**src/hdl/assert_macros.svh**
```systemverilog
// Assertion macros used by the steering controller back end.
`ifndef ASSERT_MACROS_SVH
`define ASSERT_MACROS_SVH

// Property that must hold at every clock edge outside reset.
`define LSPS_ASSERT_ALWAYS(label, clk, rst_n, prop, msg) \
    label: assert property (@(posedge clk) disable iff (!rst_n) (prop)) else $error(msg);

// Condition that must be followed by a consequence in the cycle after it.
`define LSPS_ASSERT_NEXT(label, clk, rst_n, ante, cons, msg) \
    label: assert property (@(posedge clk) disable iff (!rst_n) (ante) |=> (cons)) \
        else $error(msg);

`endif

```
**src/hdl/lsps_pkg.sv**
```systemverilog
// Shared constants and types of the line sensor PID steering controller.
package lsps_pkg;

    // ADC sample width
    localparam int SAMPLE_BITS = 10;

    // Configuration register layout
    localparam int CFG_W       = 10;
    localparam int ADDR_W      = 4;
    localparam int DATA_W      = 32;

    localparam logic [1:0] REG_THRESHOLD = 2'd0;
    localparam logic [1:0] REG_GAIN_P    = 2'd1;
    localparam logic [1:0] REG_GAIN_I    = 2'd2;
    localparam logic [1:0] REG_GAIN_D    = 2'd3;

    localparam logic [CFG_W-1:0] THRESHOLD_RESET = 10'd512;

    // Queue between classifier and PID sequencer
    localparam int QUEUE_DEPTH = 2;
    localparam int QPTR_W      = (QUEUE_DEPTH > 1) ? $clog2(QUEUE_DEPTH) : 1;
    localparam int QCNT_W      = $clog2(QUEUE_DEPTH + 1);

    // Datapath widths
    localparam int ERR_W   = 7;
    localparam int INT_W   = 5;
    localparam int DER_W   = 8;
    localparam int PROD_W  = 18;
    localparam int OUT_W   = 8;

    // One classified sensor word as queued for the back end
    typedef struct packed {
        logic signed [2:0] front_term;
        logic              front_lit;
        logic signed [2:0] rear_term;
    } lsps_entry_t;

endpackage

```
**src/hdl/lsps_front.sv**
```systemverilog
// Front end: accepts sensor words, thresholds them and forms the group terms.
module lsps_front (
    input  logic                               clk,
    input  logic                               rst_n,
    input  logic                               in_valid,
    output logic                               in_stall,
    input  logic [lsps_pkg::SAMPLE_BITS-1:0]   front_outer_a,
    input  logic [lsps_pkg::SAMPLE_BITS-1:0]   front_inner_a,
    input  logic [lsps_pkg::SAMPLE_BITS-1:0]   front_inner_b,
    input  logic [lsps_pkg::SAMPLE_BITS-1:0]   front_outer_b,
    input  logic [lsps_pkg::SAMPLE_BITS-1:0]   rear_outer_a,
    input  logic [lsps_pkg::SAMPLE_BITS-1:0]   rear_inner_a,
    input  logic [lsps_pkg::SAMPLE_BITS-1:0]   rear_inner_b,
    input  logic [lsps_pkg::SAMPLE_BITS-1:0]   rear_outer_b,
    input  logic [lsps_pkg::CFG_W-1:0]         threshold,
    input  logic                               q_full,
    output logic                               q_push,
    output lsps_pkg::lsps_entry_t              q_entry
);

    // Weighted position of a group of four, truncated toward zero
    function automatic logic signed [2:0] group_term(input logic [3:0] act);
        logic signed [3:0] sum;
        logic [2:0]        n;
        logic [2:0]        mag;
        logic [1:0]        q;
        sum = 4'sd0;
        if (act[0]) sum = sum - 4'sd3;
        if (act[1]) sum = sum - 4'sd1;
        if (act[2]) sum = sum + 4'sd1;
        if (act[3]) sum = sum + 4'sd3;
        n = {2'b00, act[0]} + {2'b00, act[1]} + {2'b00, act[2]} + {2'b00, act[3]};
        mag = (sum < 4'sd0) ? 3'(-sum) : 3'(sum);
        case (n)
            3'd1:    q = mag[1:0];
            3'd2:    q = 2'(mag >> 1);
            3'd3:    q = (mag >= 3'd3) ? 2'd1 : 2'd0;
            3'd4:    q = (mag == 3'd4) ? 2'd1 : 2'd0;
            default: q = 2'd0;
        endcase
        return (sum < 4'sd0) ? -$signed({1'b0, q}) : $signed({1'b0, q});
    endfunction

    logic [lsps_pkg::SAMPLE_BITS-1:0] thr;
    logic [7:0]                       act_next;
    logic [7:0]                       act_reg;
    logic                             act_valid_reg;
    logic                             accept;

    assign thr      = lsps_pkg::SAMPLE_BITS'(threshold);
    assign in_stall = act_valid_reg && q_full;
    assign accept   = in_valid && !in_stall;
    assign q_push   = act_valid_reg && !q_full;

    // Sensor activity compare
    always_comb
    begin
        act_next[0] = front_outer_a <= thr;
        act_next[1] = front_inner_a <= thr;
        act_next[2] = front_inner_b <= thr;
        act_next[3] = front_outer_b <= thr;
        act_next[4] = rear_outer_a  <= thr;
        act_next[5] = rear_inner_a  <= thr;
        act_next[6] = rear_inner_b  <= thr;
        act_next[7] = rear_outer_b  <= thr;
    end

    // Activity register stage
    always_ff @(posedge clk or negedge rst_n)
    begin
        if (!rst_n)
        begin
            act_valid_reg <= 1'b0;
        end
        else if (accept)
        begin
            act_valid_reg <= 1'b1;
        end
        else if (q_push)
        begin
            act_valid_reg <= 1'b0;
        end
    end

    always_ff @(posedge clk)
    begin
        if (accept)
        begin
            act_reg <= act_next;
        end
    end

    // Group terms into the queue word
    always_comb
    begin
        q_entry.front_term = group_term(act_reg[3:0]);
        q_entry.front_lit  = |act_reg[3:0];
        q_entry.rear_term  = group_term(act_reg[7:4]);
    end

endmodule

```
**src/hdl/lsps_queue.sv**
```systemverilog
// Short FIFO of classified words between front end and PID sequencer.
module lsps_queue (
    input  logic                  clk,
    input  logic                  rst_n,
    input  logic                  push,
    input  lsps_pkg::lsps_entry_t push_entry,
    input  logic                  pop,
    output lsps_pkg::lsps_entry_t pop_entry,
    output logic                  full,
    output logic                  empty
);

    lsps_pkg::lsps_entry_t             mem_reg [lsps_pkg::QUEUE_DEPTH];
    logic [lsps_pkg::QPTR_W-1:0]       wr_ptr_reg;
    logic [lsps_pkg::QPTR_W-1:0]       rd_ptr_reg;
    logic [lsps_pkg::QCNT_W-1:0]       count_reg;
    logic                              do_push;
    logic                              do_pop;

    assign full      = count_reg == lsps_pkg::QCNT_W'(lsps_pkg::QUEUE_DEPTH);
    assign empty     = count_reg == '0;
    assign do_push   = push && !full;
    assign do_pop    = pop && !empty;
    assign pop_entry = mem_reg[rd_ptr_reg];

    function automatic logic [lsps_pkg::QPTR_W-1:0] ptr_inc(
        input logic [lsps_pkg::QPTR_W-1:0] p);
        return (p == lsps_pkg::QPTR_W'(lsps_pkg::QUEUE_DEPTH - 1)) ?
               '0 : p + lsps_pkg::QPTR_W'(1);
    endfunction

    // Pointers and fill count
    always_ff @(posedge clk or negedge rst_n)
    begin
        if (!rst_n)
        begin
            wr_ptr_reg <= '0;
            rd_ptr_reg <= '0;
            count_reg  <= '0;
        end
        else
        begin
            if (do_push)
            begin
                wr_ptr_reg <= ptr_inc(wr_ptr_reg);
            end
            if (do_pop)
            begin
                rd_ptr_reg <= ptr_inc(rd_ptr_reg);
            end
            if (do_push && !do_pop)
            begin
                count_reg <= count_reg + lsps_pkg::QCNT_W'(1);
            end
            else if (do_pop && !do_push)
            begin
                count_reg <= count_reg - lsps_pkg::QCNT_W'(1);
            end
        end
    end

    // Storage
    always_ff @(posedge clk)
    begin
        if (do_push)
        begin
            mem_reg[wr_ptr_reg] <= push_entry;
        end
    end

endmodule

```
**src/hdl/lsps_back.sv**
```systemverilog
// Back end: error tracking, integral, and PID sum on a shared multiplier.
`include "assert_macros.svh"

module lsps_back (
    input  logic                                clk,
    input  logic                                rst_n,
    input  logic                                q_empty,
    input  lsps_pkg::lsps_entry_t               q_entry,
    output logic                                q_pop,
    input  logic signed [lsps_pkg::CFG_W-1:0]   gain_p,
    input  logic signed [lsps_pkg::CFG_W-1:0]   gain_i,
    input  logic signed [lsps_pkg::CFG_W-1:0]   gain_d,
    output logic                                out_valid,
    input  logic                                out_stall,
    output logic signed [lsps_pkg::OUT_W-1:0]   drive_correction,
    output logic signed [lsps_pkg::ERR_W-1:0]   position_error
);

    typedef enum logic [2:0] {
        ST_IDLE,
        ST_ERR,
        ST_MUL_P,
        ST_MUL_I,
        ST_MUL_D,
        ST_SUM
    } state_t;

    state_t                                 state_reg;
    lsps_pkg::lsps_entry_t                  entry_reg;
    logic signed [lsps_pkg::ERR_W-1:0]      prev_error_reg;
    logic signed [lsps_pkg::INT_W-1:0]      integral_reg;
    logic signed [2:0]                      last_front_reg;
    logic signed [lsps_pkg::ERR_W-1:0]      err_reg;
    logic signed [lsps_pkg::DER_W-1:0]      deriv_reg;
    logic signed [lsps_pkg::PROD_W-1:0]     prod_reg;
    logic signed [lsps_pkg::PROD_W-1:0]     acc_reg;
    logic                                   out_valid_reg;
    logic signed [lsps_pkg::OUT_W-1:0]      drive_reg;
    logic signed [lsps_pkg::ERR_W-1:0]      pos_reg;

    logic signed [7:0]                      err_raw;
    logic signed [lsps_pkg::ERR_W-1:0]      err_next;
    logic signed [7:0]                      int_raw;
    logic signed [lsps_pkg::INT_W-1:0]      integral_next;
    logic signed [lsps_pkg::DER_W-1:0]      deriv_next;
    logic signed [lsps_pkg::CFG_W-1:0]      mul_a;
    logic signed [lsps_pkg::DER_W-1:0]      mul_b;
    logic signed [lsps_pkg::PROD_W-1:0]     prod_next;
    logic signed [lsps_pkg::PROD_W-1:0]     total;
    logic signed [lsps_pkg::OUT_W-1:0]      drive_next;
    logic                                   out_free;

    assign q_pop            = (state_reg == ST_IDLE) && !q_empty;
    assign out_free         = !out_valid_reg || !out_stall;
    assign out_valid        = out_valid_reg;
    assign drive_correction = drive_reg;
    assign position_error   = pos_reg;

    // Error for this word; a dark front drifts toward the last front side
    always_comb
    begin
        if (entry_reg.front_lit)
        begin
            err_raw = {{5{entry_reg.front_term[2]}}, entry_reg.front_term}
                    + {{5{entry_reg.rear_term[2]}}, entry_reg.rear_term};
        end
        else if (last_front_reg < 3'sd0)
        begin
            err_raw = {prev_error_reg[6], prev_error_reg} - 8'sd1;
        end
        else if (last_front_reg > 3'sd0)
        begin
            err_raw = {prev_error_reg[6], prev_error_reg} + 8'sd1;
        end
        else
        begin
            err_raw = 8'sd0;
        end

        if (err_raw > 8'sd32)
            err_next = 7'sd32;
        else if (err_raw < -8'sd32)
            err_next = -7'sd32;
        else
            err_next = err_raw[6:0];

        int_raw = {{3{integral_reg[4]}}, integral_reg} + {err_next[6], err_next};
        if (int_raw > 8'sd10)
            integral_next = 5'sd10;
        else if (int_raw < -8'sd10)
            integral_next = -5'sd10;
        else
            integral_next = int_raw[4:0];

        deriv_next = {err_next[6], err_next} - {prev_error_reg[6], prev_error_reg};
    end

    // Shared multiplier operand select
    always_comb
    begin
        case (state_reg)
            ST_MUL_P:
            begin
                mul_a = gain_p;
                mul_b = {err_reg[6], err_reg};
            end
            ST_MUL_I:
            begin
                mul_a = gain_i;
                mul_b = {{3{integral_reg[4]}}, integral_reg};
            end
            ST_MUL_D:
            begin
                mul_a = gain_d;
                mul_b = deriv_reg;
            end
            default:
            begin
                mul_a = '0;
                mul_b = '0;
            end
        endcase
        prod_next = mul_a * mul_b;
    end

    // Final sum and output clamp
    always_comb
    begin
        total = acc_reg + prod_reg;
        if (total > 18'sd100)
            drive_next = 8'sd100;
        else if (total < -18'sd100)
            drive_next = -8'sd100;
        else
            drive_next = total[7:0];
    end

    // Sequencer, PID state and output register
    always_ff @(posedge clk or negedge rst_n)
    begin
        if (!rst_n)
        begin
            state_reg      <= ST_IDLE;
            entry_reg      <= '0;
            prev_error_reg <= '0;
            integral_reg   <= '0;
            last_front_reg <= '0;
            err_reg        <= '0;
            deriv_reg      <= '0;
            prod_reg       <= '0;
            acc_reg        <= '0;
            out_valid_reg  <= 1'b0;
            drive_reg      <= '0;
            pos_reg        <= '0;
        end
        else
        begin
            // a finished word loads the output register; an accepted one leaves it
            if (state_reg == ST_SUM && out_free)
            begin
                out_valid_reg <= 1'b1;
            end
            else if (out_valid_reg && !out_stall)
            begin
                out_valid_reg <= 1'b0;
            end
            case (state_reg)
                ST_IDLE:
                begin
                    if (!q_empty)
                    begin
                        entry_reg <= q_entry;
                        state_reg <= ST_ERR;
                    end
                end
                ST_ERR:
                begin
                    err_reg        <= err_next;
                    deriv_reg      <= deriv_next;
                    integral_reg   <= integral_next;
                    prev_error_reg <= err_next;
                    if (entry_reg.front_lit)
                    begin
                        last_front_reg <= entry_reg.front_term;
                    end
                    state_reg <= ST_MUL_P;
                end
                ST_MUL_P:
                begin
                    prod_reg  <= prod_next;
                    state_reg <= ST_MUL_I;
                end
                ST_MUL_I:
                begin
                    acc_reg   <= prod_reg;
                    prod_reg  <= prod_next;
                    state_reg <= ST_MUL_D;
                end
                ST_MUL_D:
                begin
                    acc_reg   <= acc_reg + prod_reg;
                    prod_reg  <= prod_next;
                    state_reg <= ST_SUM;
                end
                ST_SUM:
                begin
                    if (out_free)
                    begin
                        drive_reg <= drive_next;
                        pos_reg   <= err_reg;
                        state_reg <= ST_IDLE;
                    end
                end
                default:
                begin
                    state_reg <= ST_IDLE;
                end
            endcase
        end
    end

    // Checks
    `LSPS_ASSERT_ALWAYS(a_integral_range, clk, rst_n,
        integral_reg >= -5'sd10 && integral_reg <= 5'sd10, "integral out of range")
    `LSPS_ASSERT_ALWAYS(a_prev_error_range, clk, rst_n,
        prev_error_reg >= -7'sd32 && prev_error_reg <= 7'sd32, "error out of range")
    `LSPS_ASSERT_NEXT(a_err_tracks_prev, clk, rst_n, state_reg == ST_ERR,
        prev_error_reg == err_reg, "previous error not updated with current error")
    `LSPS_ASSERT_NEXT(a_result_issued, clk, rst_n, state_reg == ST_SUM && out_free,
        out_valid_reg && state_reg == ST_IDLE && pos_reg == $past(err_reg),
        "finished word not presented")

endmodule

```
**src/hdl/line_sensor_pid_steering.sv**
```systemverilog
// Top level of the line sensor PID steering controller.
//
// Each input word holds eight ADC samples, four front and four rear. A word
// is thresholded and reduced to two group positions in the front end, queued
// in a two-entry FIFO, and then run through the PID sequencer, which shares
// one 10x8 multiplier across the P, I and D terms. With nothing ahead of it,
// a word passes the activity register and the FIFO into the sequencer, which
// steps through pop, error update, three multiplies and final sum, and it
// finishes one word before it pops the next. Results leave through an output
// register, so up to four more words (one in the sequencer, two queued, one
// in the front end) are taken in behind a result that waits. Gains and
// threshold sit on an APB port at byte addresses 0 (threshold), 4, 8, 12
// (P, I, D gains).
module line_sensor_pid_steering (
    input  logic                                clk,
    input  logic                                rst_n,
    // sensor words
    input  logic                                in_valid,
    output logic                                in_stall,
    input  logic [lsps_pkg::SAMPLE_BITS-1:0]    front_outer_a,
    input  logic [lsps_pkg::SAMPLE_BITS-1:0]    front_inner_a,
    input  logic [lsps_pkg::SAMPLE_BITS-1:0]    front_inner_b,
    input  logic [lsps_pkg::SAMPLE_BITS-1:0]    front_outer_b,
    input  logic [lsps_pkg::SAMPLE_BITS-1:0]    rear_outer_a,
    input  logic [lsps_pkg::SAMPLE_BITS-1:0]    rear_inner_a,
    input  logic [lsps_pkg::SAMPLE_BITS-1:0]    rear_inner_b,
    input  logic [lsps_pkg::SAMPLE_BITS-1:0]    rear_outer_b,
    // results
    output logic                                out_valid,
    input  logic                                out_stall,
    output logic signed [lsps_pkg::OUT_W-1:0]   drive_correction,
    output logic signed [lsps_pkg::ERR_W-1:0]   position_error,
    // APB configuration
    input  logic                                psel,
    input  logic                                penable,
    input  logic                                pwrite,
    input  logic [lsps_pkg::ADDR_W-1:0]         paddr,
    input  logic [lsps_pkg::DATA_W-1:0]         pwdata,
    output logic [lsps_pkg::DATA_W-1:0]         prdata,
    output logic                                pready
);

    logic [lsps_pkg::CFG_W-1:0]         threshold_reg;
    logic signed [lsps_pkg::CFG_W-1:0]  gain_p_reg;
    logic signed [lsps_pkg::CFG_W-1:0]  gain_i_reg;
    logic signed [lsps_pkg::CFG_W-1:0]  gain_d_reg;
    logic [1:0]                         reg_idx;
    logic                               cfg_write;

    logic                               q_push;
    logic                               q_pop;
    logic                               q_full;
    logic                               q_empty;
    lsps_pkg::lsps_entry_t              push_entry;
    lsps_pkg::lsps_entry_t              pop_entry;

    assign pready    = 1'b1;
    assign reg_idx   = paddr[3:2];
    assign cfg_write = psel && penable && pwrite && pready;

    // Register writes
    always_ff @(posedge clk or negedge rst_n)
    begin
        if (!rst_n)
        begin
            threshold_reg <= lsps_pkg::THRESHOLD_RESET;
            gain_p_reg    <= '0;
            gain_i_reg    <= '0;
            gain_d_reg    <= '0;
        end
        else if (cfg_write)
        begin
            case (reg_idx)
                lsps_pkg::REG_THRESHOLD: threshold_reg <= pwdata[lsps_pkg::CFG_W-1:0];
                lsps_pkg::REG_GAIN_P:    gain_p_reg    <= pwdata[lsps_pkg::CFG_W-1:0];
                lsps_pkg::REG_GAIN_I:    gain_i_reg    <= pwdata[lsps_pkg::CFG_W-1:0];
                lsps_pkg::REG_GAIN_D:    gain_d_reg    <= pwdata[lsps_pkg::CFG_W-1:0];
                default:                 ;
            endcase
        end
    end

    // Register reads; gains read back sign-extended
    always_comb
    begin
        case (reg_idx)
            lsps_pkg::REG_THRESHOLD:
                prdata = {{(lsps_pkg::DATA_W-lsps_pkg::CFG_W){1'b0}}, threshold_reg};
            lsps_pkg::REG_GAIN_P:
                prdata = {{(lsps_pkg::DATA_W-lsps_pkg::CFG_W){gain_p_reg[9]}}, gain_p_reg};
            lsps_pkg::REG_GAIN_I:
                prdata = {{(lsps_pkg::DATA_W-lsps_pkg::CFG_W){gain_i_reg[9]}}, gain_i_reg};
            lsps_pkg::REG_GAIN_D:
                prdata = {{(lsps_pkg::DATA_W-lsps_pkg::CFG_W){gain_d_reg[9]}}, gain_d_reg};
            default:
                prdata = '0;
        endcase
    end

    lsps_front u_front (
        .clk           (clk),
        .rst_n         (rst_n),
        .in_valid      (in_valid),
        .in_stall      (in_stall),
        .front_outer_a (front_outer_a),
        .front_inner_a (front_inner_a),
        .front_inner_b (front_inner_b),
        .front_outer_b (front_outer_b),
        .rear_outer_a  (rear_outer_a),
        .rear_inner_a  (rear_inner_a),
        .rear_inner_b  (rear_inner_b),
        .rear_outer_b  (rear_outer_b),
        .threshold     (threshold_reg),
        .q_full        (q_full),
        .q_push        (q_push),
        .q_entry       (push_entry)
    );

    lsps_queue u_queue (
        .clk        (clk),
        .rst_n      (rst_n),
        .push       (q_push),
        .push_entry (push_entry),
        .pop        (q_pop),
        .pop_entry  (pop_entry),
        .full       (q_full),
        .empty      (q_empty)
    );

    lsps_back u_back (
        .clk              (clk),
        .rst_n            (rst_n),
        .q_empty          (q_empty),
        .q_entry          (pop_entry),
        .q_pop            (q_pop),
        .gain_p           (gain_p_reg),
        .gain_i           (gain_i_reg),
        .gain_d           (gain_d_reg),
        .out_valid        (out_valid),
        .out_stall        (out_stall),
        .drive_correction (drive_correction),
        .position_error   (position_error)
    );

endmodule

```
**config.mk**
```make
export PLATFORM = sky130hd
export DESIGN_NAME = line_sensor_pid_steering
export DESIGN_NICKNAME = d
export VERILOG_FILES = /design/src/hdl/lsps_pkg.sv /design/src/hdl/lsps_front.sv /design/src/hdl/lsps_queue.sv /design/src/hdl/lsps_back.sv /design/src/hdl/line_sensor_pid_steering.sv
export VERILOG_INCLUDE_DIRS = /design/src /design/src/hdl
export SDC_FILE = /design/constraint.sdc
export NUM_CORES = 1
export LEC_CHECK = 0
export BUFFER_PORTS_ARGS = -buffer_cell sky130_fd_sc_hd__buf_2
export CORE_ASPECT_RATIO = 2
export CORE_MARGIN = 2
export CORE_UTILIZATION = 35
export DETAILED_ROUTE_END_ITERATION = 10
export PLACE_DENSITY = 0.57
export SYNTH_ARGS = -nofsm -noshare
export SYNTH_HDL_FRONTEND = slang
export SYNTH_SLANG_ARGS = --single-unit
```
**constraint.sdc**
```tcl
create_clock -name clk -period 6.9 [get_ports clk]
set_input_delay 1.38 -clock clk [delete_from_list [all_inputs] [get_ports clk]]
set_output_delay 1.38 -clock clk [all_outputs]
set_load 0.03 [all_outputs]
```
After elaboration in Yosys (flattened, before gate mapping):

Memory sizes are Yosys's and may differ from the RTL's. A register that Yosys moved wholly into a read port is not among the register bits.
Cells that the tools add are included.

* add/subtract/negate cells: 26
* $mul: 1
* magnitude comparators: 20
* eq/ne operators: 21
* muxes and demuxes: 44
* bitwise logic cells: 1
* reduce and logical (&&, ||, !) cells: 38

Operator list (count)
* $pmux 32 s4: 1
* $le 10x10->1: 8
* $mux 8: 5
* $pmux 18 s2: 1
* $mux 4: 8
* $pmux 10 s3: 1
* $pmux 8 s3: 1
* $add 18x18->18: 1
* $eq 3x2->1 const B: 6
* $eq 3x3->1 const B: 6
* $gt 18x8->1 const B: 1
* $lt 18x8->1 const B: 1
* $mul 10x8->18: 1
* $mux 3: 6
* $pmux 3 s6: 1
* $pmux 2 s4: 2
* $reduce_and 2->1: 8
* $mux 7: 2
* $add 3x1->3: 4
* $logic_and 1x1->1: 12
* $mux 1: 12
* $mux 5: 2
* $eq 3x1->1 const B: 3
* $add 4x2->4 const B: 2
* other kinds (34): 56

* register bits after elaboration: 131
* RAM bits: 14
* bits of input ports: 123
* word-level logic and storage cells: 171
* memories kept: 1

Memory list
* u_queue.mem_reg: words 2, width 7, read ports 1, clocked after Yosys merged registers in 1, write ports 1, RTL line lsps_queue.sv:13 `lsps_pkg::lsps_entry_t mem_reg [lsps_pkg::QUEUE_DEPTH];`

Depth between registers and ports, before layout:

Gate-level depths: netlist of run 1.

* word-level depth: 14
* mapped depth: 25
* gate-level depth less buffers: 23

Hierarchy:

A second synthesis of run 1 with hierarchy kept.

* cell total of the unflattened synthesis: 1488
* area, all modules: 14238.7 sq um

Modules (own cells, without submodules)
* lsps_back: times used 1, cells an instance 972, area an instance 8607.0 sq um, seq. area each 2127.0 sq um
* lsps_front: times used 1, cells an instance 343, area an instance 2915.3 sq um, seq. area each 265.3 sq um
* line_sensor_pid_steering: times used 1, cells an instance 132, area an instance 2005.7 sq um, seq. area each 1002.2 sq um
* lsps_queue: times used 1, cells an instance 41, area an instance 710.7 sq um, seq. area each 520.5 sq um

Worst setup path before layout of run 1:

Ideal clock, no wire load.

* kind: reg-to-reg
* start: register u_back.state_reg[0]
* end: register u_back.prod_reg[14] in the netlist's numbering
* arrival: 5.738 ns
* required time: 6.763 ns
* slack: 1.025 ns
* stages on the path, launching flop included: 23
* period minus slack after synthesis: 5.875 ns
* path through: dfrtp_1 -> buf_1 -> buf_1 -> mux2i_1 -> nor2_1 -> a21oi_1 -> nor2_1 -> fa_1 -> fa_1 -> inv_1 -> fa_1 -> fa_1 -> inv_1 -> ha_1 -> nor2b_1 -> o21ai_0 -> a21boi_0 -> o21ai_0 -> a21boi_0 -> o21ai_0 -> nor3b_1 -> xor2_1 -> a21oi_1

* longest elaborated chain between the ends: 3

Ends and longest elaborated chain
* from (decl): RTL line lsps_back.sv:28 `state_t state_reg;`
* from (signal assigned): RTL line lsps_back.sv:143 `state_reg <= ST_IDLE;`
* from (signal assigned): RTL line lsps_back.sv:173 `state_reg <= ST_ERR;`
* from (signal assigned): RTL line lsps_back.sv:186 `state_reg <= ST_MUL_P;`
* $eq 3x3->1 or $eq 3x2->1 (tied branches): RTL line lsps_back.sv:101, lsps_back.sv:167
* $pmux 10 s3 or $pmux 8 s3 (tied branches): RTL line lsps_back.sv:101 `case (state_reg)`
* $mul 10x8->18: RTL line lsps_back.sv:123 `prod_next = mul_a * mul_b;`
* to (signal assigned): RTL line lsps_back.sv:190 `prod_reg <= prod_next;`
* to (signal assigned): RTL line lsps_back.sv:196 `prod_reg <= prod_next;`
* to (signal assigned): RTL line lsps_back.sv:202 `prod_reg <= prod_next;`
* to (decl): RTL line lsps_back.sv:35 `logic signed [lsps_pkg::PROD_W-1:0] prod_reg;`

Several ways; a longest one is shown, not always the timed one.
A chain may end at the register's enable or synchronous reset.

Worst setup path after layout of run 1:

* start: register u_back.state_reg[1]
* end: register u_back.prod_reg[14] in the netlist's numbering

Same word-level chain as after synthesis.

==> flow_summary.json, run 1 <==
{
  "status": "finished, final reports clean",
  "finalSetupTns_ns": 0,
  "avgSynthCellArea_sq_um": 9.546,
  "synth_edf_count": 22,
  "grt_overflow_total": 0,
  "endpoint_kind": "flip-flop",
  "clockBufferDepth": 2,
  "synth_top_area_share_pct": 23.35,
  "synth_top_family_by_area": "adder cells",
  "synth-xor-area-share_pct": 3.485,
  "fin_crit_sh_pct": 92.11,
  "cts_tree": "done",
  "netlist_top_cells_area": "dfrtp_1 (23%), ha_1 (15%), fa_1 (11%)",
  "postCtsSetupBuffers": 0,
  "layout-drive-gt1-share_pct": 18.73,
  "ant_nets": 0,
  "num-nets-final": 1938,
  "ys_seq_area_share_pct": 28.32,
  "ys_ff_latch": 152,
  "setup_viol": 0,
  "post_drt_wl_per_cell_um": 15.35,
  "maxCapViolations": 0,
  "tightest_slew_ns": 1.139,
  "clkSinkCount": 152,
  "syn_area_sq_um": 13820,
  "arrival_ns": 6.64,
  "leakagePower_uw": 0.007564,
  "clock-root-buffer": "clkbuf_16",
  "register_area_sq_um": 3915,
  "grt_max_degree": 71,
  "relSlewSlack_pct": 23.80,
  "period_minus_slack_ns": 6.355,
  "io_pins": 173,
  "crit_fanout": 16,
  "row_count": 103,
  "die_h_um": 285.1,
  "syn_inst": 1448,
  "peakVddDrop_mv": 0.2091,
  "synth_ff_type": "dfrtp_1",
  "final-max-slew-violation-count": 0,
  "grt_first_pass_wirelength_um": 54790,
  "critical_path.startpoint_type": "flip-flop",
  "grt_pass1_vias": 10750,
  "crit_start": "u_back.state_reg[1]",
  "p_per_area_nw_per_um2": 452.6,
  "syn-num-nets": 1813,
  "synth-simple-area-share_pct": 12.59,
  "critPathRequiredTime_ns": 7.18,
  "synth_most_common_cell": "ha_1",
  "skew_ns": 0.007322,
  "hold_viol_final": 0,
  "worst_hold_path_type": "reg -> reg",
  "r2r_start": "u_back.state_reg[1]",
  "htree_levels": 4,
  "place_hpwl_um": 25460,
  "async_flop_share_pct": 85.53,
  "syn_to_final_growth_pct": 13.38,
  "ys_top_cells_by_count": "ha_1 (167), inv_1 (162), nor2_1 (138)",
  "totalWireLength_um": 32430,
  "initial_utilization_pct": 35.28,
  "final_cells": 2113,
  "gp_congestion": 0.8343,
  "n_fill_cell": 4010,
  "yosysTopAreaCell": "dfrtp_1",
  "grt_setup_unrepaired": "false",
  "cts.clk_slew.worst_paths_ns": 0.06,
  "viasPerCell": 5.021,
  "vias": 10610,
  "hold_path.startpoint": "u_back.position_error[5]",
  "ys_warn_count": 0,
  "synth_mux_area_share_pct": 8.563,
  "synth_compound_area_share_pct": 14.31,
  "multiInputGateArea_sq_um": 8979,
  "antenna_found_initial": 4,
  "firstDrtPassIters": 7,
  "dp_cells": 2079,
  "drc": 0,
  "cts_hold_buf": 0,
  "critPathKind": "reg -> reg",
  "core-area_sq_um": 39180,
  "synth.distinct_cells": 75,
  "worstSkewPairLatency_ns": 0.44,
  "die_area_sq_um": 41200,
  "max_freq_ghz": 0.1573,
  "cts_made_buffers": 17,
  "io_buffer_count": 147,
  "chipWidth_um": 144.5,
  "synthAdderAreaFrac_pct": 25.98,
  "grt_usage_pct": 16.75,
  "ctsResizeCount": 0,
  "first_iter_violations": 495
}
-- report_power, final --
group          total (uW)  internal (uW)  switching [uW]
combinational        4520           1890            2630
sequential           1600           1300             303
clock                 973            577             396
total                7090           3760            3330
-- path summary, 6_finish.rpt --
check | endpoint | depth (start not counted) | slack (ns)
worst max-delay path | u_back.prod_reg[14] | 22 | 0.54
worst min-delay path | u_back.position_error[5] | 2 | 0.47
worst max register to register | u_back.prod_reg[14] | 22 | 0.54
worst min register to register | u_back.position_error[5] | 2 | 0.47
max in group asynchronous | u_back.prod_reg[16] | 2 | 4.66
min in group asynchronous | u_back.last_front_reg[2] | 1 | 0.92
-- placed cells by master, fill, tap and decap left out, types with 56 or more instances in the layout --
cell type,n
ha_1,167
inv_1,162
buf_2,146
nor2_1,138
dfrtp_1,129
nand2_1,86
a21oi_1,83
fa_1,75
o21ai_0,72
mux2_2,56
-- cell type report --
class | instances | area share [%]
antenna | 2 | 0.03193
clock buffer | 20 | 3.050
clock inverter | 12 | 0.8622
inverter | 163 | 3.904
multi-input combinational | 1072 | 57.29
sequential | 152 | 24.98
tap | 525 | 4.191
timing repair buffer | 167 | 5.692
-- metrics by stage --
stage | setup WS (ns) | util (%) | total power, uW | area, sq um | hold slack, ns
2_1_floorplan | 1.025 | - | 5075 | 13820 | 0.4502
3_3_place_gp | 0.6145 | 38.43 | 6084 | 15050 | 0.4555
3_5_place_dp | 0.5588 | 38.43 | 6128 | 15050 | 0.4661
4_1_cts | 0.5153 | 39.99 | 7154 | 15670 | 0.4801
5_1_grt | 0.04757 | 40.00 | 7885 | 15670 | 0.5058
6_report | 0.5445 | 40.00 | 7093 | 15670 | 0.4735
-- layer usage --
layer	part of all wire (%)	global-route usage, %	wire length (um)
met5	0.074	0	24
met4	2.1	5.413	680
met3	3.4	2.636	1090
met2	47	27.71	15230
met1	47	22.29	15400
-- logic make-up after synthesis --
kind of cell    count (synthesis)
compound gates                306
xor+xnor                       55
flops                         152
simple gates                  368
fa+ha+maj                     242
other cells                     1
mux                           100
buf+inv                       224
-- critical path, cell delays in order, from the launching register on --
cell and delay [ns]:
dfrtp_1 0.48, nor2_1 0.20, and2_1 0.62, buf_4 0.31, a21oi_1 0.09, buf_4 0.19, nand2b_1 0.18, fa_1 0.54
fa_1 0.55, inv_1 0.06, fa_1 0.54, inv_1 0.06, fa_1 0.52, inv_1 0.04, ha_1 0.29, o21ai_0 0.12
a21boi_0 0.16, o21ai_0 0.22, a21boi_0 0.17, o21ai_0 0.28, nor3b_1 0.27, xor2_1 0.21, a21oi_1 0.09
No activity file was read; power rests on OpenSTA's default activity.
==> run 2: changes to the inputs <==
--- a/config.mk
+++ b/config.mk
@@ -8,3 +8,2 @@
 export LEC_CHECK = 0
-export BUFFER_PORTS_ARGS = -buffer_cell sky130_fd_sc_hd__buf_2
 export CORE_ASPECT_RATIO = 2
@@ -13,3 +12,4 @@
 export DETAILED_ROUTE_END_ITERATION = 10
-export PLACE_DENSITY = 0.57
+export DONT_BUFFER_PORTS = 1
+export PLACE_DENSITY = 0.53
 export SYNTH_ARGS = -nofsm -noshare
==> constraint.sdc (replaced) <==
create_clock -name clk -period 6.9 [get_ports clk]
set_input_delay 1.035 -clock clk [delete_from_list [all_inputs] [get_ports clk]]
set_output_delay 1.035 -clock clk [all_outputs]
set_load 0.03 [all_outputs]
==> flow_summary.json, run 2 (synthesis gave the netlist of run 1 again) <==
{
  "most-common-layout-cells": "ha_1 (167), inv_1 (162), nor2_1 (138)",
  "final-max-slew-violation-count": 0,
  "chipWidth_um": 144.5,
  "layout-drive-gt1-share_pct": 10.51,
  "critPathKind": "reg -> reg",
  "p_clk_share_pct": 14.6,
  "leakagePower_uw": 0.006966,
  "io_pins": 173,
  "maxCapViolations": 0,
  "setup_ws_ns": 0.7059,
  "period_minus_slack_ns": 6.194,
  "intPower_uw": 3710,
  "post_drt_wl_per_cell_um": 17.03,
  "tightest_slew_ns": 1.280,
  "power.switching_uw": 3392,
  "grt_overflow_total": 0,
  "worst_hold_path_type": "in -> async",
  "p_per_area_nw_per_um2": 474.2,
  "pwr-share-seq_pct": 23.8,
  "core-area_sq_um": 39180,
  "place_hpwl_um": 26190,
  "arrival_ns": 6.48,
  "drc": 0,
  "finalPower_uw": 7102,
  "clkSinkCount": 152,
  "viasPerCell": 5.285,
  "pwr-share-comb_pct": 61.6,
  "max_freq_ghz": 0.1614,
  "clock-root-buffer": "clkbuf_16",
  "postCtsSetupBuffers": 0,
  "path_delay_family": "adder cells",
  "relSlewSlack_pct": 14.32,
  "mostFrequentLayoutCell": "ha_1",
  "critPathRequiredTime_ns": 7.19,
  "path_buf_inv": 2,
  "initial_utilization_pct": 35.28,
  "ant_nets": 0,
  "first_iter_violations": 486,
  "path_common_cell": "fa_1",
  "grt_setup_unrepaired": "false",
  "row_count": 103,
  "num-nets-final": 1789,
  "io_buffer_count": 0,
  "antenna_found_initial": 0,
  "critical_path.startpoint_type": "flip-flop",
  "firstDrtPassIters": 5,
  "die_area_sq_um": 41200,
  "setup_viol": 0,
  "syn_to_final_growth_pct": 8.336,
  "crit_fanout": 18,
  "grt_usage_pct": 17.23,
  "cts.clk_slew.worst_paths_ns": 0.07,
  "clockBufferDepth": 2,
  "gp_congestion": 0.8590,
  "critical-path-max-stage-delay_ns": 0.70,
  "fin_crit_sh_pct": 89.77,
  "totalWireLength_um": 33410,
  "grt_max_degree": 131,
  "cp_slowest_cell": "a21oi_1",
  "peakVddDrop_mv": 0.2456,
  "cts_tree": "done",
  "endpoint_kind": "flip-flop",
  "grt_first_pass_wirelength_um": 56240,
  "hold_viol_final": 0,
  "vias": 10370,
  "antenna-diode-count": 0,
  "finalSetupTns_ns": 0,
  "htree_levels": 4,
  "crit_chain": "nor2_1 -> and2_2 -> a21oi_1 -> nor2_1 -> fa_1 -> fa_1 -> inv_1 -> fa_1 -> fa_1 -> inv_1 -> ha_1 -> nor2b_1 -> o21ai_0 -> a21boi_0 -> o21ai_0 -> a21boi_0 -> o21ai_0 -> nor3b_1 -> xor2_1 -> a21oi_1",
  "die_h_um": 285.1,
  "cts_made_buffers": 17,
  "worstSkewPairLatency_ns": 0.45,
  "pre_cts_ws_ns": 0.4154,
  "p_sw_share_pct": 47.76,
  "grt_pass1_vias": 10970,
  "skew_ns": 0.009528,
  "status": "finished, final reports clean"
}
run 2: changes by cell type in the layout (fill, tap and decap cells not counted), sizes merged:
cell	before	now
buf	167	18
bufinv	2	3
clkbuf	20	18
clkinv	5	4
clkinvlp	2	0
diode	2	0
inv	166	170
run 2: metal layers:
metal  part of all wire [%]  track usage [%]  wire (um)  up-vias
met4                    1.3            4.175        434        0
met3                    5.0            3.929       1659       25
met1                     43            21.59      14400     5172
li1                       -                -          -     4935
met5                      0                0          0        -
met2                     51            29.80      16920      237
run 2: worst paths after layout:
| path | startpoint | depth (start not counted) | slack (ns) | end |
|---|---|---|---|---|
| worst max-delay path | u_back.state_reg[1] | 20 | 0.71 | u_back.prod_reg[14] |
| worst min-delay path | rst_n | 0 | 0.28 | u_back.last_front_reg[1] |
| max in group asynchronous | rst_n | 0 | 6.38 | threshold_reg[9] |
| worst max register to register | u_back.state_reg[1] | 20 | 0.71 | u_back.prod_reg[14] |
| worst min register to register | u_back.deriv_reg[6] | 2 | 0.50 | u_back.deriv_reg[6] |
| min in group clk | u_back.deriv_reg[6] | 2 | 0.50 | u_back.deriv_reg[6] |
run 2: power by group through the flow:
stage / logic, uW / registers [uW] / clock network, uW
2_1_floorplan: 3510 / 1570 / 0
3_3_place_gp: 4240 / 1690 / 0
3_5_place_dp: 4350 / 1710 / 0
4_1_cts: 4390 / 1700 / 1060
5_1_grt: 4990 / 1740 / 1100
6_report: 4370 / 1690 / 1040
run 2: repair_timing:
action                     CTS  global route
hold buffers                 0             0
resized for setup            0             2
setup endpoints to repair    0             3
run 2: layout make-up:
| type | instances | area (sq um) |
|---|---|---|
| fillers | 4016 | 24200 |
| multi-input cells | 1072 | 8994 |
| flip-flops and latches | 152 | 3915 |
| well taps | 525 | 656.9 |
| inverters | 163 | 611.8 |
| clock buffers | 18 | 439.2 |
| clock inverters | 14 | 203.9 |
| repair buffers | 18 | 155.1 |
run 2: per-stage QoR:
step / area, sq um / utilization (%) / cells / hold WS [ns]
detailed placement: 14330 / 36.57 / 1930 / 0.4830
global placement: 14330 / 36.57 / 1930 / 0.4673
floorplan: 13820 / - / 1448 / 0.4502
global route: 14980 / 38.22 / 1962 / 0.2553
finish: 14980 / 38.22 / 1962 / 0.2818
CTS: 14970 / 38.22 / 1962 / 0.2585
run 2: worst register-to-register path, stage by stage, from the launching register on:
cell	delay, ns
dfrtp_1	0.54
nor2_1	0.12
and2_2	0.36
a21oi_1	0.70
nor2_1	0.15
fa_1	0.45
fa_1	0.54
inv_1	0.05
fa_1	0.47
fa_1	0.55
inv_1	0.04
ha_1	0.32
nor2b_1	0.15
o21ai_0	0.20
a21boi_0	0.16
o21ai_0	0.25
a21boi_0	0.18
o21ai_0	0.28
nor3b_1	0.27
xor2_1	0.18
a21oi_1	0.08
==> run 3: changes to the inputs <==
SYNTH_HIERARCHICAL = 1   (was default)
==> flow_summary.json, run 3 <==
{
  "r2r_start": "u_back/state_reg[1]",
  "syn_inst": 1488,
  "clkSinkCount": 152,
  "final-max-slew-violation-count": 0,
  "grt_first_pass_wirelength_um": 60660,
  "firstDrtPassIters": 4,
  "arrival_ns": 6.71,
  "async_flop_share_pct": 85.53,
  "synth_most_common_cell": "ha_1",
  "netlist_top_cells_area": "dfrtp_1 (23%), ha_1 (15%), fa_1 (11%)",
  "relSlewSlack_pct": 31.20,
  "syn-num-nets": 1855,
  "ys_ff_latch": 152,
  "syn_to_final_growth_pct": 7.707,
  "io_pins": 173,
  "drc": 0,
  "ys_warn_count": 6,
  "cts_hold_buf": 0,
  "ctsResizeCount": 0,
  "clockBufferDepth": 2,
  "grt_max_degree": 131,
  "ys_seq_area_share_pct": 27.50,
  "finalSetupTns_ns": 0,
  "initial_utilization_pct": 35.41,
  "post_drt_wl_per_cell_um": 18.58,
  "synth.distinct_cells": 90,
  "max_freq_ghz": 0.1572,
  "die_area_sq_um": 42410,
  "mostFrequentLayoutCell": "ha_1",
  "critical-path-max-stage-delay_ns": 0.68,
  "postCtsSetupBuffers": 0,
  "final_cells": 2015,
  "first_iter_violations": 362,
  "crit_chain": "nor2_1 -> and2_1 -> a21oi_1 -> nand2b_1 -> fa_1 -> fa_1 -> inv_1 -> fa_1 -> inv_1 -> fa_1 -> inv_1 -> ha_1 -> inv_1 -> o21ai_0 -> a2111oi_0 -> buf_4 -> o31a_1 -> a211oi_1 -> or3_1 -> a31oi_1",
  "io_buffer_count": 0,
  "antenna_found_initial": 0,
  "grt_usage_pct": 18.14,
  "most-common-layout-cells": "ha_1 (168), inv_1 (152), nor2_1 (137)",
  "synth_top_area_share_pct": 22.67,
  "critPathRequiredTime_ns": 7.25,
  "ant_nets": 0,
  "viasPerCell": 5.369,
  "crit_start": "u_back/state_reg[1]",
  "p_per_area_nw_per_um2": 484.7,
  "endpoint_kind": "flip-flop",
  "vias": 10820,
  "crit_fanout": 20,
  "grt_overflow_total": 0,
  "antenna-diode-count": 0,
  "skew_ns": 0.01551,
  "worst_hold_path_type": "in -> async",
  "synth_edf_count": 22,
  "leakagePower_uw": 0.006971,
  "ys_top_cells_by_count": "ha_1 (168), inv_1 (152), nor2_1 (137)",
  "row_count": 104,
  "fin_crit_sh_pct": 92.17,
  "cts_made_buffers": 17,
  "avgSynthCellArea_sq_um": 9.569,
  "maxCapViolations": 0,
  "hold_viol_final": 0,
  "core-area_sq_um": 40210,
  "gp_congestion": 0.8553,
  "cts_tree": "done",
  "worstSkewPairLatency_ns": 0.44,
  "period_minus_slack_ns": 6.360,
  "die_h_um": 289.2,
  "grt_setup_unrepaired": "false",
  "yosysTopAreaCell": "dfrtp_1",
  "chipWidth_um": 146.6,
  "setup_viol": 0,
  "layout-drive-gt1-share_pct": 11.11,
  "num-nets-final": 1839,
  "status": "finished, final reports clean",
  "place_hpwl_um": 31020,
  "cp_slowest_cell": "and2_1",
  "clock-root-buffer": "clkbuf_16",
  "n_fill_cell": 4006,
  "htree_levels": 4,
  "dp_cells": 1983,
  "grt_pass1_vias": 11760,
  "totalWireLength_um": 37450,
  "synth_ff_type": "dfrtp_1",
  "critical_path.startpoint_type": "flip-flop",
  "critPathKind": "reg -> reg",
  "peakVddDrop_mv": 0.2255,
  "tightest_slew_ns": 1.029,
  "cts.clk_slew.worst_paths_ns": 0.06,
  "syn_area_sq_um": 14240,
  "whs_ns": 0.2894
}
-- run 3: cell count changes after synthesis, moves of 8 or more --
cell	change
a211oi_1	+12
inv_1	-10
mux2_1	+8
mux2_4	+11
mux2i_1	-11
nand2_1	-12
nor2b_1	+8
o21a_1	-11
o21ai_0	+20
-- run 3: logic make-up (layout without fill, tap and decap cells) --
family                   after synthesis  count (layout)  synth area share (%)
XOR/XNOR                              54              54                 3.374
buffers and inverters                214             211                 6.476
adder cells (fa/ha/maj)              244             244                 25.45
flip-flops                           152             152                 27.50
AO/OA/AOI/OAI                        329             329                 14.77
multiplexers                         101             101                 8.779
AND/OR/NAND/NOR                      393             393                 13.63
other                                  1               1               0.02634
-- run 3: final timing paths --
kind | slack (ns) | end | depth (start not counted)
max | 0.54 | u_back/prod_reg[17] | 20
min | 0.29 | u_queue/count_reg[1] | 0
max reg2reg | 0.54 | u_back/prod_reg[17] | 20
min reg2reg | 0.48 | u_back/deriv_reg[2] | 2
max in group asynchronous | 6.28 | threshold_reg[9] | 0
min in group clk | 0.48 | u_back/deriv_reg[2] | 2
-- run 3: through the flow --
stage	utilization (%)	cell area, sq um	setup slack [ns]	power, uW
after floorplan	-	14240	1.001	5365
after detailed placement	36.74	14770	0.4981	6584
after global routing	38.14	15340	0.004290	8155
after CTS	38.14	15340	0.4466	7523
after global placement	36.74	14770	0.4905	6482
final	38.14	15340	0.5404	7433
-- run 3: routing by layer --
layer / share of wire, % / vias to the layer above / global-route usage (%)
met1: 32 / 5322 / 15.42
met4: 5.4 / 0 / 10.39
met2: 58 / 230 / 37.84
met5: 0 / - / 0
li1: - / 5181 / -
met3: 4.0 / 85 / 3.575
-- run 3: final cells by class --
class | count | area, sq um | area share, %
clock buffer | 23 | 499.2 | 3.255
tap | 530 | 663.1 | 4.324
timing repair buffer | 26 | 207.7 | 1.354
inverter | 153 | 574.3 | 3.745
multi-input combinational | 1122 | 9413 | 61.38
sequential | 152 | 3915 | 25.53
clock inverter | 9 | 63.81 | 0.4161
-- run 3: critical path: cells and delay by family, from the launching register on --
| family | cells | cell delay (ns) |
|---|---|---|
| simple gates | 4 | 1.44 |
| fa+ha+maj | 5 | 2.40 |
| buf+inv | 5 | 0.41 |
| flops | 1 | 0.47 |
| compound gates | 6 | 1.51 |
-- run 3: report_power, final --
group / internal (uW) / switching (uW) / leakage [uW] / total [uW]
Clock: 511 / 387 / 0.000271 / 898
Sequential: 1300 / 419 / 0.00182 / 1720
Combinational: 2000 / 2820 / 0.00488 / 4820
